File: src/rmv_pkg.sv
// Shared types, codes and constants of the running mean, variance and min/max block.
package rmv_pkg;

   localparam int SAMPLE_WIDTH_DEF = 32;
   localparam int COUNT_WIDTH_DEF  = 32;
   localparam int FIELD_WIDTH      = 32;
   localparam int SUM_WIDTH        = 64;
   localparam int STEP_WIDTH       = $clog2(SUM_WIDTH + 1);

   localparam int REQ_TDATA_WIDTH  = 32;
   localparam int REQ_TUSER_WIDTH  = 2;
   localparam int RSP_TDATA_WIDTH  = 232;
   localparam int CSR_INDEX_WIDTH  = 1;
   localparam int CSR_DATA_WIDTH   = 32;

   localparam logic signed [FIELD_WIDTH-1:0] MIN_START_RST = 32'sd100000000;
   localparam logic signed [FIELD_WIDTH-1:0] MAX_START_RST = -32'sd100000000;
   localparam logic [SUM_WIDTH-1:0] SUM_LIMIT = {1'b0, {(SUM_WIDTH-1){1'b1}}};

   localparam logic [CSR_INDEX_WIDTH-1:0] CSR_MIN_START = 1'b0;
   localparam logic [CSR_INDEX_WIDTH-1:0] CSR_MAX_START = 1'b1;

   typedef enum logic [REQ_TUSER_WIDTH-1:0] {
      OP_INCLUDE = 2'd0,
      OP_STORE   = 2'd1,
      OP_CLEAR   = 2'd2,
      OP_NONE    = 2'd3
   } op_type;

   // Commands from the controller to the datapath.
   typedef struct packed {
      logic load;
      logic prep;
      logic clear;
      logic divm_start;
      logic mean_upd;
      logic mul;
      logic acc;
      logic divv_start;
      logic out_load;
   } rmv_cmd_type;

   // Status from the datapath to the controller.
   typedef struct packed {
      logic div_done;
      logic op_include;
      logic op_clear;
   } rmv_status_type;

endpackage

File: src/rmv_div.sv
// Serial restoring divider, one quotient bit per cycle.
module rmv_div
   import rmv_pkg::*;
#(
   parameter int DVD_W = SUM_WIDTH,
   parameter int DVS_W = COUNT_WIDTH_DEF
) (
   input  logic                  clock,
   input  logic                  reset,
   input  logic                  start,
   input  logic [STEP_WIDTH-1:0] steps,
   input  logic [DVD_W-1:0]      dividend,
   input  logic [DVS_W-1:0]      divisor,
   output logic                  done,
   output logic [DVD_W-1:0]      quotient
);

   logic [DVD_W-1:0]      quo_ff;
   logic [DVS_W-1:0]      rem_ff;
   logic [DVS_W-1:0]      dvs_ff;
   logic [STEP_WIDTH-1:0] cnt_ff;
   logic                  done_ff;

   logic [DVS_W:0]   trial;
   logic [DVS_W:0]   diff;
   logic             fits;
   logic [DVS_W-1:0] rem_in;

   assign trial  = {rem_ff, quo_ff[DVD_W-1]};
   assign fits   = trial >= {1'b0, dvs_ff};
   assign diff   = trial - {1'b0, dvs_ff};
   // When the divisor does not fit, the trial value is below the divisor and so fits DVS_W bits.
   assign rem_in = fits ? diff[DVS_W-1:0] : trial[DVS_W-1:0];

   always_ff @(posedge clock) begin
      if (reset) begin
         cnt_ff  <= '0;
         done_ff <= 1'b0;
      end else begin
         done_ff <= (cnt_ff == STEP_WIDTH'(1));
         if (start) begin
            cnt_ff <= steps;
         end else if (cnt_ff != '0) begin
            cnt_ff <= cnt_ff - STEP_WIDTH'(1);
         end
      end
   end

   always_ff @(posedge clock) begin
      if (start) begin
         quo_ff <= dividend;
         rem_ff <= '0;
         dvs_ff <= divisor;
      end else if (cnt_ff != '0) begin
         quo_ff <= {quo_ff[DVD_W-2:0], fits};
         rem_ff <= rem_in;
      end
   end

   assign done     = done_ff;
   assign quotient = quo_ff;

endmodule

File: src/rmv_dp.sv
// Datapath: statistics registers, mean and variance division, product and saturating sum.
module rmv_dp
   import rmv_pkg::*;
#(
   parameter int SAMPLE_WIDTH = SAMPLE_WIDTH_DEF,
   parameter int COUNT_WIDTH  = COUNT_WIDTH_DEF
) (
   input  logic                       clock,
   input  logic                       reset,
   input  rmv_cmd_type                cmd,
   output rmv_status_type             status,
   input  logic [REQ_TDATA_WIDTH-1:0] req_tdata,
   input  logic [REQ_TUSER_WIDTH-1:0] req_tuser,
   input  logic                       csr_wen,
   input  logic [CSR_INDEX_WIDTH-1:0] csr_index,
   input  logic [CSR_DATA_WIDTH-1:0]  csr_wdata,
   output logic [RSP_TDATA_WIDTH-1:0] rsp_tdata
);

   localparam int SW = SAMPLE_WIDTH;
   localparam int PAD_WIDTH = RSP_TDATA_WIDTH - (5 * FIELD_WIDTH + SUM_WIDTH + 2);

   // Item held while it is worked on.
   op_type                 op_ff;
   logic signed [SW-1:0]   x_ff;

   // Statistics state.
   logic signed [SW-1:0]          mean_ff;
   logic [SUM_WIDTH-1:0]          dev_sum_ff;
   logic [COUNT_WIDTH-1:0]        count_ff;
   logic signed [FIELD_WIDTH-1:0] min_ff;
   logic signed [FIELD_WIDTH-1:0] max_ff;
   logic                          new_max_ff;
   logic                          new_min_ff;
   logic signed [SW-1:0]          kept_ff;
   logic signed [FIELD_WIDTH-1:0] min_start_ff;
   logic signed [FIELD_WIDTH-1:0] max_start_ff;

   // Intermediate values.
   logic [SW:0]                d1_ff;
   logic [2*SW-1:0]            prod_ff;
   logic [RSP_TDATA_WIDTH-1:0] rsp_ff;

   logic [SW:0]                   d1_in;
   logic [SW:0]                   d1_neg;
   logic [SW-1:0]                 d1_mag;
   logic [SW:0]                   d2;
   logic [SW:0]                   d2_neg;
   logic [SW-1:0]                 d2_mag;
   logic [2*SW-1:0]               prod_in;
   logic [SW:0]                   mean_ext;
   logic [SW:0]                   q_ext;
   logic [SW:0]                   mean_sum;
   logic [SUM_WIDTH:0]            total;
   logic signed [FIELD_WIDTH-1:0] x_wide;
   logic                          above_max;
   logic                          below_min;
   logic                          div_start;
   logic [STEP_WIDTH-1:0]         div_steps;
   logic [SUM_WIDTH-1:0]          div_dividend;
   logic [COUNT_WIDTH-1:0]        div_divisor;
   logic                          div_done;
   logic [SUM_WIDTH-1:0]          div_quotient;

   assign status.div_done   = div_done;
   assign status.op_include = (op_ff == OP_INCLUDE) || (op_ff == OP_STORE);
   assign status.op_clear   = (op_ff == OP_CLEAR);

   assign d1_in  = {x_ff[SW-1], x_ff} - {mean_ff[SW-1], mean_ff};
   assign d1_neg = -d1_ff;
   // The distance between two SW-bit values stays below 2^SW, so SW bits hold its magnitude.
   assign d1_mag = d1_ff[SW] ? d1_neg[SW-1:0] : d1_ff[SW-1:0];

   assign d2      = {x_ff[SW-1], x_ff} - {mean_ff[SW-1], mean_ff};
   assign d2_neg  = -d2;
   assign d2_mag  = d2[SW] ? d2_neg[SW-1:0] : d2[SW-1:0];
   assign prod_in = {{SW{1'b0}}, d2_mag} * {{SW{1'b0}}, d1_mag};

   // The mean moves toward the sample by the truncated quotient, so it stays in SW bits.
   assign mean_ext = {mean_ff[SW-1], mean_ff};
   assign q_ext    = {1'b0, div_quotient[SW-1:0]};
   assign mean_sum = d1_ff[SW] ? (mean_ext - q_ext) : (mean_ext + q_ext);

   assign total = {1'b0, dev_sum_ff} + (SUM_WIDTH + 1)'(prod_ff);

   assign x_wide    = FIELD_WIDTH'(x_ff);
   assign above_max = x_wide > max_ff;
   assign below_min = x_wide < min_ff;

   assign div_start    = cmd.divm_start || cmd.divv_start;
   assign div_steps    = cmd.divm_start ? STEP_WIDTH'(SW) : STEP_WIDTH'(SUM_WIDTH);
   assign div_dividend = cmd.divm_start ? {d1_mag, {(SUM_WIDTH - SW){1'b0}}} : dev_sum_ff;
   assign div_divisor  = (cmd.divm_start || (count_ff != '0)) ? count_ff
                                                              : COUNT_WIDTH'(1);

   rmv_div #(
      .DVD_W (SUM_WIDTH),
      .DVS_W (COUNT_WIDTH)
   ) u_div (
      .clock    (clock),
      .reset    (reset),
      .start    (div_start),
      .steps    (div_steps),
      .dividend (div_dividend),
      .divisor  (div_divisor),
      .done     (div_done),
      .quotient (div_quotient)
   );

   always_ff @(posedge clock) begin
      if (reset) begin
         mean_ff      <= '0;
         dev_sum_ff   <= '0;
         count_ff     <= '0;
         min_ff       <= MIN_START_RST;
         max_ff       <= MAX_START_RST;
         new_max_ff   <= 1'b0;
         new_min_ff   <= 1'b0;
         kept_ff      <= '0;
         min_start_ff <= MIN_START_RST;
         max_start_ff <= MAX_START_RST;
      end else begin
         if (csr_wen) begin
            unique case (csr_index)
               CSR_MIN_START: min_start_ff <= csr_wdata;
               CSR_MAX_START: max_start_ff <= csr_wdata;
               default: ;
            endcase
         end
         if (cmd.prep) begin
            if (count_ff != '1) begin
               count_ff <= count_ff + COUNT_WIDTH'(1);
            end
            if (op_ff == OP_STORE) begin
               kept_ff <= x_ff;
            end
         end
         if (cmd.clear) begin
            count_ff   <= '0;
            dev_sum_ff <= '0;
            min_ff     <= min_start_ff;
            max_ff     <= max_start_ff;
         end
         if (cmd.mean_upd) begin
            mean_ff <= mean_sum[SW-1:0];
         end
         if (cmd.acc) begin
            dev_sum_ff <= (total > {1'b0, SUM_LIMIT}) ? SUM_LIMIT : total[SUM_WIDTH-1:0];
            new_max_ff <= above_max;
            new_min_ff <= below_min;
            if (above_max) begin
               max_ff <= x_wide;
            end
            if (below_min) begin
               min_ff <= x_wide;
            end
         end
      end
   end

   always_ff @(posedge clock) begin
      if (cmd.load) begin
         op_ff <= op_type'(req_tuser);
         x_ff  <= req_tdata[SW-1:0];
      end
      if (cmd.prep) begin
         d1_ff <= d1_in;
      end
      if (cmd.mul) begin
         prod_ff <= prod_in;
      end
      if (cmd.out_load) begin
         rsp_ff <= {{PAD_WIDTH{1'b0}},
                    FIELD_WIDTH'(kept_ff),
                    new_min_ff,
                    new_max_ff,
                    FIELD_WIDTH'(count_ff),
                    min_ff,
                    max_ff,
                    div_quotient,
                    FIELD_WIDTH'(mean_ff)};
      end
   end

   assign rsp_tdata = rsp_ff;

endmodule

File: src/rmv_ctrl.sv
// Controller: sequences one item through the datapath and runs both handshakes.
module rmv_ctrl
   import rmv_pkg::*;
(
   input  logic           clock,
   input  logic           reset,
   input  logic           req_tvalid,
   output logic           req_tready,
   output logic           rsp_tvalid,
   input  logic           rsp_tready,
   input  rmv_status_type status,
   output rmv_cmd_type    cmd
);

   typedef enum logic [3:0] {
      S_IDLE,
      S_DECODE,
      S_DIVM_GO,
      S_DIVM_WAIT,
      S_MEAN,
      S_MUL,
      S_ACC,
      S_DIVV_GO,
      S_DIVV_WAIT,
      S_OUT
   } state_type;

   state_type state_ff;
   logic      rsp_valid_ff;
   logic      rsp_valid_in;
   logic      out_free;

   // The result register can take a new result once the old one is gone or leaving.
   assign out_free     = !rsp_valid_ff || rsp_tready;
   assign req_tready   = (state_ff == S_IDLE);
   assign rsp_tvalid   = rsp_valid_ff;
   assign rsp_valid_in = ((state_ff == S_OUT) && out_free) || (rsp_valid_ff && !rsp_tready);

   always_comb begin
      cmd = '0;
      unique case (state_ff)
         S_IDLE:      cmd.load       = req_tvalid;
         S_DECODE: begin
            cmd.prep  = status.op_include;
            cmd.clear = status.op_clear;
         end
         S_DIVM_GO:   cmd.divm_start = 1'b1;
         S_DIVM_WAIT: ;
         S_MEAN:      cmd.mean_upd   = 1'b1;
         S_MUL:       cmd.mul        = 1'b1;
         S_ACC:       cmd.acc        = 1'b1;
         S_DIVV_GO:   cmd.divv_start = 1'b1;
         S_DIVV_WAIT: ;
         S_OUT:       cmd.out_load   = out_free;
         default: ;
      endcase
   end

   always_ff @(posedge clock) begin
      if (reset) begin
         state_ff     <= S_IDLE;
         rsp_valid_ff <= 1'b0;
      end else begin
         rsp_valid_ff <= rsp_valid_in;
         unique case (state_ff)
            S_IDLE: begin
               if (req_tvalid) begin
                  state_ff <= S_DECODE;
               end
            end
            S_DECODE:    state_ff <= status.op_include ? S_DIVM_GO : S_DIVV_GO;
            S_DIVM_GO:   state_ff <= S_DIVM_WAIT;
            S_DIVM_WAIT: begin
               if (status.div_done) begin
                  state_ff <= S_MEAN;
               end
            end
            S_MEAN:      state_ff <= S_MUL;
            S_MUL:       state_ff <= S_ACC;
            S_ACC:       state_ff <= S_DIVV_GO;
            S_DIVV_GO:   state_ff <= S_DIVV_WAIT;
            S_DIVV_WAIT: begin
               if (status.div_done) begin
                  state_ff <= S_OUT;
               end
            end
            S_OUT: begin
               if (out_free) begin
                  state_ff <= S_IDLE;
               end
            end
            default:     state_ff <= S_IDLE;
         endcase
      end
   end

endmodule

File: src/running_mean_variance_minmax.sv
// Top level of the running mean, variance and min/max block.
//
//   channel | direction | handshake          | payload
//   req     | in        | req_tvalid/tready  | tuser: cmd; tdata: sample
//   rsp     | out       | rsp_tvalid/tready  | tdata: mean, variance, max, min, count,
//           |           |                    |        new-max flag, new-min flag, kept sample
//   csr     | in        | csr_wen            | csr_index, csr_wdata
//
// An include or store item passes twice through the shared serial divider: SAMPLE_WIDTH
// steps for the mean, then 64 steps for the variance. A clear or unused command makes only
// the variance pass. One item is worked on at a time; the next item can be accepted once
// the previous result is in the output register, so a stalled result blocks only the
// finish of the following item. Reset is synchronous and restores all statistics and both
// start registers.
module running_mean_variance_minmax
   import rmv_pkg::*;
#(
   parameter int SAMPLE_WIDTH = SAMPLE_WIDTH_DEF,
   parameter int COUNT_WIDTH  = COUNT_WIDTH_DEF
) (
   input  logic                       clock,
   input  logic                       reset,
   input  logic                       req_tvalid,
   output logic                       req_tready,
   // cmd [1:0]
   input  logic [REQ_TUSER_WIDTH-1:0] req_tuser,
   // sample [31:0]
   input  logic [REQ_TDATA_WIDTH-1:0] req_tdata,
   output logic                       rsp_tvalid,
   input  logic                       rsp_tready,
   // mean_value [31:0], variance [95:32], max_value [127:96], min_value [159:128],
   // sample_count [191:160], is_new_max [192], is_new_min [193], kept_sample [225:194],
   // zero [231:226]
   output logic [RSP_TDATA_WIDTH-1:0] rsp_tdata,
   input  logic                       csr_wen,
   input  logic [CSR_INDEX_WIDTH-1:0] csr_index,
   input  logic [CSR_DATA_WIDTH-1:0]  csr_wdata
);

   rmv_cmd_type    cmd;
   rmv_status_type status;

   rmv_ctrl u_ctrl (
      .clock      (clock),
      .reset      (reset),
      .req_tvalid (req_tvalid),
      .req_tready (req_tready),
      .rsp_tvalid (rsp_tvalid),
      .rsp_tready (rsp_tready),
      .status     (status),
      .cmd        (cmd)
   );

   rmv_dp #(
      .SAMPLE_WIDTH (SAMPLE_WIDTH),
      .COUNT_WIDTH  (COUNT_WIDTH)
   ) u_dp (
      .clock     (clock),
      .reset     (reset),
      .cmd       (cmd),
      .status    (status),
      .req_tdata (req_tdata),
      .req_tuser (req_tuser),
      .csr_wen   (csr_wen),
      .csr_index (csr_index),
      .csr_wdata (csr_wdata),
      .rsp_tdata (rsp_tdata)
   );

endmodule

File: config.mk
export PLATFORM = sky130hd
export DESIGN_NAME = running_mean_variance_minmax
export DESIGN_NICKNAME = d
export VERILOG_FILES = /design/src/rmv_pkg.sv /design/src/rmv_div.sv /design/src/rmv_dp.sv /design/src/rmv_ctrl.sv /design/src/running_mean_variance_minmax.sv
export SDC_FILE = /design/constraint.sdc
export NUM_CORES = 2
export LEC_CHECK = 0
export ABC_AREA = 1
export BUFFER_PORTS_ARGS = -buffer_cell sky130_fd_sc_hd__clkbuf_2
export CORE_ASPECT_RATIO = 0.5
export CORE_UTILIZATION = 55
export CTS_CLUSTER_DIAMETER = 60
export DETAILED_ROUTE_END_ITERATION = 10
export PLACE_DENSITY = 0.75
export SLEW_MARGIN = 20
export SYNTH_ARGS = -nofsm -noshare
export SYNTH_HDL_FRONTEND = slang
export SYNTH_SLANG_ARGS = --single-unit
File: constraint.sdc
create_clock -name clock -period 13.4 [get_ports clock]
set_clock_uncertainty 0.15 [all_clocks]
set_input_delay 2.01 -clock clock [delete_from_list [all_inputs] [get_ports clock]]
set_output_delay 2.01 -clock clock [all_outputs]
set_load 0.005 [all_outputs]
==> flow_metrics.env <==
export IMPL_status="finished with violations"
export IMPL_violations="DRC"
export IMPL_wl_per_cell_um=23.5
export IMPL_drt_iter0_markers=7846
export IMPL_numCtsBuffers=80
export IMPL_finalSetupViolCount=0
export IMPL_worstPathRequired_ns=13.67
export IMPL_cp_start_kind="flip-flop"
export IMPL_syn_area_per_cell_um2=8.12
export IMPL_synth_edff_count=453
export IMPL_grt_max_degree=172
export IMPL_die_h_um=265
export IMPL_ioPinCount=306
export IMPL_min_period_ns=11.89
export IMPL_crit_top_cell="nand2_1"
export IMPL_cts_hold_fix_buffers=0
export IMPL_critPathArrivalTime_ns=12.17
export IMPL_rsz0062_at_grt="no"
export IMPL_slowest_delay_ns=0.73
export IMPL_critical_path_class="reg -> reg"
export IMPL_drive_gt1_share_pct=6.90
export IMPL_hold_viol_final=0
export IMPL_initial_core_util_pct=55.5
export IMPL_clkLatencyLatePin_ns=0.72
export IMPL_finalMaxSlewViolations=0
export IMPL_fillers=12300
export IMPL_coreArea_mm2=0.137
export IMPL_routabilityCongestion=1.03
export IMPL_hp_class="reg -> reg"
export IMPL_grt_ovfl_total=0
export IMPL_dieWidth_um=528
export IMPL_tritoncts="done"
export IMPL_cp_slowest_cell="inv_2"
export IMPL_cts_num_sinks=788
export IMPL_nets=11000
export IMPL_htreeDepth=3
export IMPL_path_delay_family="adder cells"
export IMPL_grtUsageTotal_pct=38.5
export IMPL_worstHoldStart="u_dp.kept_ff[21]$_SDFFE_PP0P_"
export IMPL_post_route_period_util_pct=88.8
export IMPL_yosys_cell_count_top_type="nand2_1"
export IMPL_place_hpwl_um=211000
export IMPL_tightest_slew_ns=1.16
export IMPL_routed_via_count=66500
export IMPL_clkTransAtPathRegs_ns=0.07
export IMPL_worstPathMaxFanout=32
export IMPL_antenna_found_initial=18
export IMPL_fmax_mhz=84.1
export IMPL_routed_wl_um=269000
export IMPL_synth_top_cells_by_count="1,958 x nand2_1, 1,720 x inv_1, 1,093 x nor2_1"
export IMPL_num_rows=96
export IMPL_worstReg2RegStart="u_dp.x_ff[19]$_DFFE_PP_"
export IMPL_vias_per_cell=5.81
export IMPL_root_buffer="clkbuf_16"
export IMPL_postCtsResizedCells=0
export IMPL_drc=2
export IMPL_endpoint_kind="flip-flop"
export IMPL_grt_pass1_vias=65400
export IMPL_ys_flop_type="edfxtp_1"
export IMPL_yosysTopAreaCellShare_pct=23.6
export IMPL_yosysTopAreaCell="fa_1"
export IMPL_tns_ns=0
export IMPL_synth_seq_cells=788
export IMPL_synthTopCellsByArea="fa_1 24%, edfxtp_1 18%, nand2_1 9.6%"
export IMPL_crit_buf_inv=12
export IMPL_synth_cell_types=61
export IMPL_syn_area_mm2=0.0762
export IMPL_grt_pass1_wl_um=401000
export IMPL_clockBufferDepth=3
export IMPL_drtPass1Iterations=11
export IMPL_syn2layout_area_growth_pct=8.14
export IMPL_async_flop_share_pct=0
export IMPL_crit_path_start="u_dp.x_ff[19]$_DFFE_PP_"
export IMPL_dieArea_mm2=0.140
export IMPL_cap_violations=0
export IMPL_synth_cells=9388
export IMPL_slew_headroom_pct=22.9
export IMPL_yosys_warnings=0
export IMPL_antenna_left=0
export IMPL_portBuffers=299
export IMPL_seq_area_frac_synth_pct=26.7
export IMPL_cts_setup_buffers=0
## worst reg2reg max path: cells and delay by family (launching register included)
family,cells,cell delay [ns]
adder cells (fa/ha/maj),10,5.04
AND/OR/NAND/NOR,18,2.72
buffers and inverters,12,1.91
AO/OA/AOI/OAI,3,1.06
flip-flops,1,0.61
XOR/XNOR,2,0.16
## layout by cell type, fill, tap and decap left out, types with 11 or more instances in the layout
cell / synthesis / final
nand2_1: 1958 / 1955
inv_1: 1720 / 1718
nor2_1: 1093 / 1088
fa_1: 900 / 900
a21oi_1: 508 / 506
ha_1: 492 / 492
edfxtp_1: 453 / 453
o21ai_0: 404 / 404
nand3_1: 388 / 386
dfxtp_1: 335 / 335
clkbuf_2: 0 / 298
xor2_1: 172 / 163
buf_4: 30 / 103
clkbuf_16: 0 / 83
nand4_1: 82 / 82
nor3_1: 75 / 72
xnor2_1: 63 / 59
o211ai_1: 59 / 59
nor4_1: 34 / 34
inv_2: 28 / 30
a21o_1: 29 / 29
a31oi_1: 27 / 27
nand2_2: 21 / 24
o21a_1: 23 / 23
nand3b_1: 22 / 22
clkinv_1: 12 / 17
o21bai_1: 16 / 16
a21boi_0: 14 / 14
clkinv_2: 0 / 11
## metal layers
layer / track usage, % / routed length [µm] / up-vias
li1: - / - / 29500
met1: 52.6 / 108000 / 32100
met2: 56.8 / 112000 / 3996
met3: 9.20 / 32000 / 844
met4: 20.9 / 16900 / 10
met5: 0 / 59 / -
## flip-flops by register name, indices dropped and copies added, names as in the netlist, 2 cells and up
| register | cells |
|---|---|
| u_dp.min_ff | 32 |
| u_dp.rsp_tdata | 226 |
| u_dp.u_div.cnt_ff | 7 |
| u_dp.max_start_ff | 32 |
| u_ctrl.state_ff | 4 |
| u_dp.count_ff | 32 |
| u_dp.d1_ff | 33 |
| u_dp.kept_ff | 32 |
| u_dp.op_ff | 2 |
| u_dp.min_start_ff | 32 |
| u_dp.x_ff | 32 |
| u_dp.dev_sum_ff | 64 |
| u_dp.u_div.quotient | 64 |
| u_dp.u_div.dvs_ff | 32 |
| u_dp.max_ff | 32 |
| u_dp.mean_ff | 32 |
| u_dp.prod_ff | 64 |
| u_dp.u_div.rem_ff | 32 |
## cells by family after synthesis
| logic type | synth area share, % |
|---|---|
| AOI/OAI and AO/OA | 8.07 |
| xor gates and xnor gates | 2.79 |
| adders and majority gates | 31.7 |
| buffers and inverters | 10.7 |
| DFF | 26.7 |
| muxes | 0.0131 |
| other | 0.00492 |
| and+or+nand+nor | 20.0 |
## worst paths after layout
check / endpoint / slack (ns) / cells after the start
max reg2reg: u_dp.prod_ff[50]$_DFFE_PP_ / 1.51 / 45
min: u_dp.rsp_tdata[215]$_DFFE_PP_ / 0.28 / 0
max: u_dp.prod_ff[50]$_DFFE_PP_ / 1.51 / 45
min reg2reg: u_dp.rsp_tdata[215]$_DFFE_PP_ / 0.28 / 0
## layout make-up
type / count / area (µm²) / area share (%)
timing repair buffer: 402 / 2280 / 2.77
inverter: 1761 / 6620 / 8.03
antenna: 6 / 15.0 / 0.0182
clock buffer: 98 / 2180 / 2.65
multi-input combinational: 6491 / 48000 / 58.2
clock inverter: 52 / 694 / 0.843
sequential: 788 / 20300 / 24.6
tap: 1862 / 2330 / 2.83
## per-stage QoR
stage	setup slack [ns]	util [%]	hold slack [ns]	area [µm²]	cells
finish	1.51	60.0	0.282	82400	11500
global route	0.992	60.0	0.291	82400	11500
CTS	1.81	60.0	0.281	82400	11500
detailed placement	1.88	57.9	0.265	79500	11300
global placement	1.93	57.9	0.262	79500	11300
floorplan	4.33	-	0.256	76200	9393
Power is not shown: default switching activity piles up to over one toggle a cycle in this logic, so the estimate is an artifact.
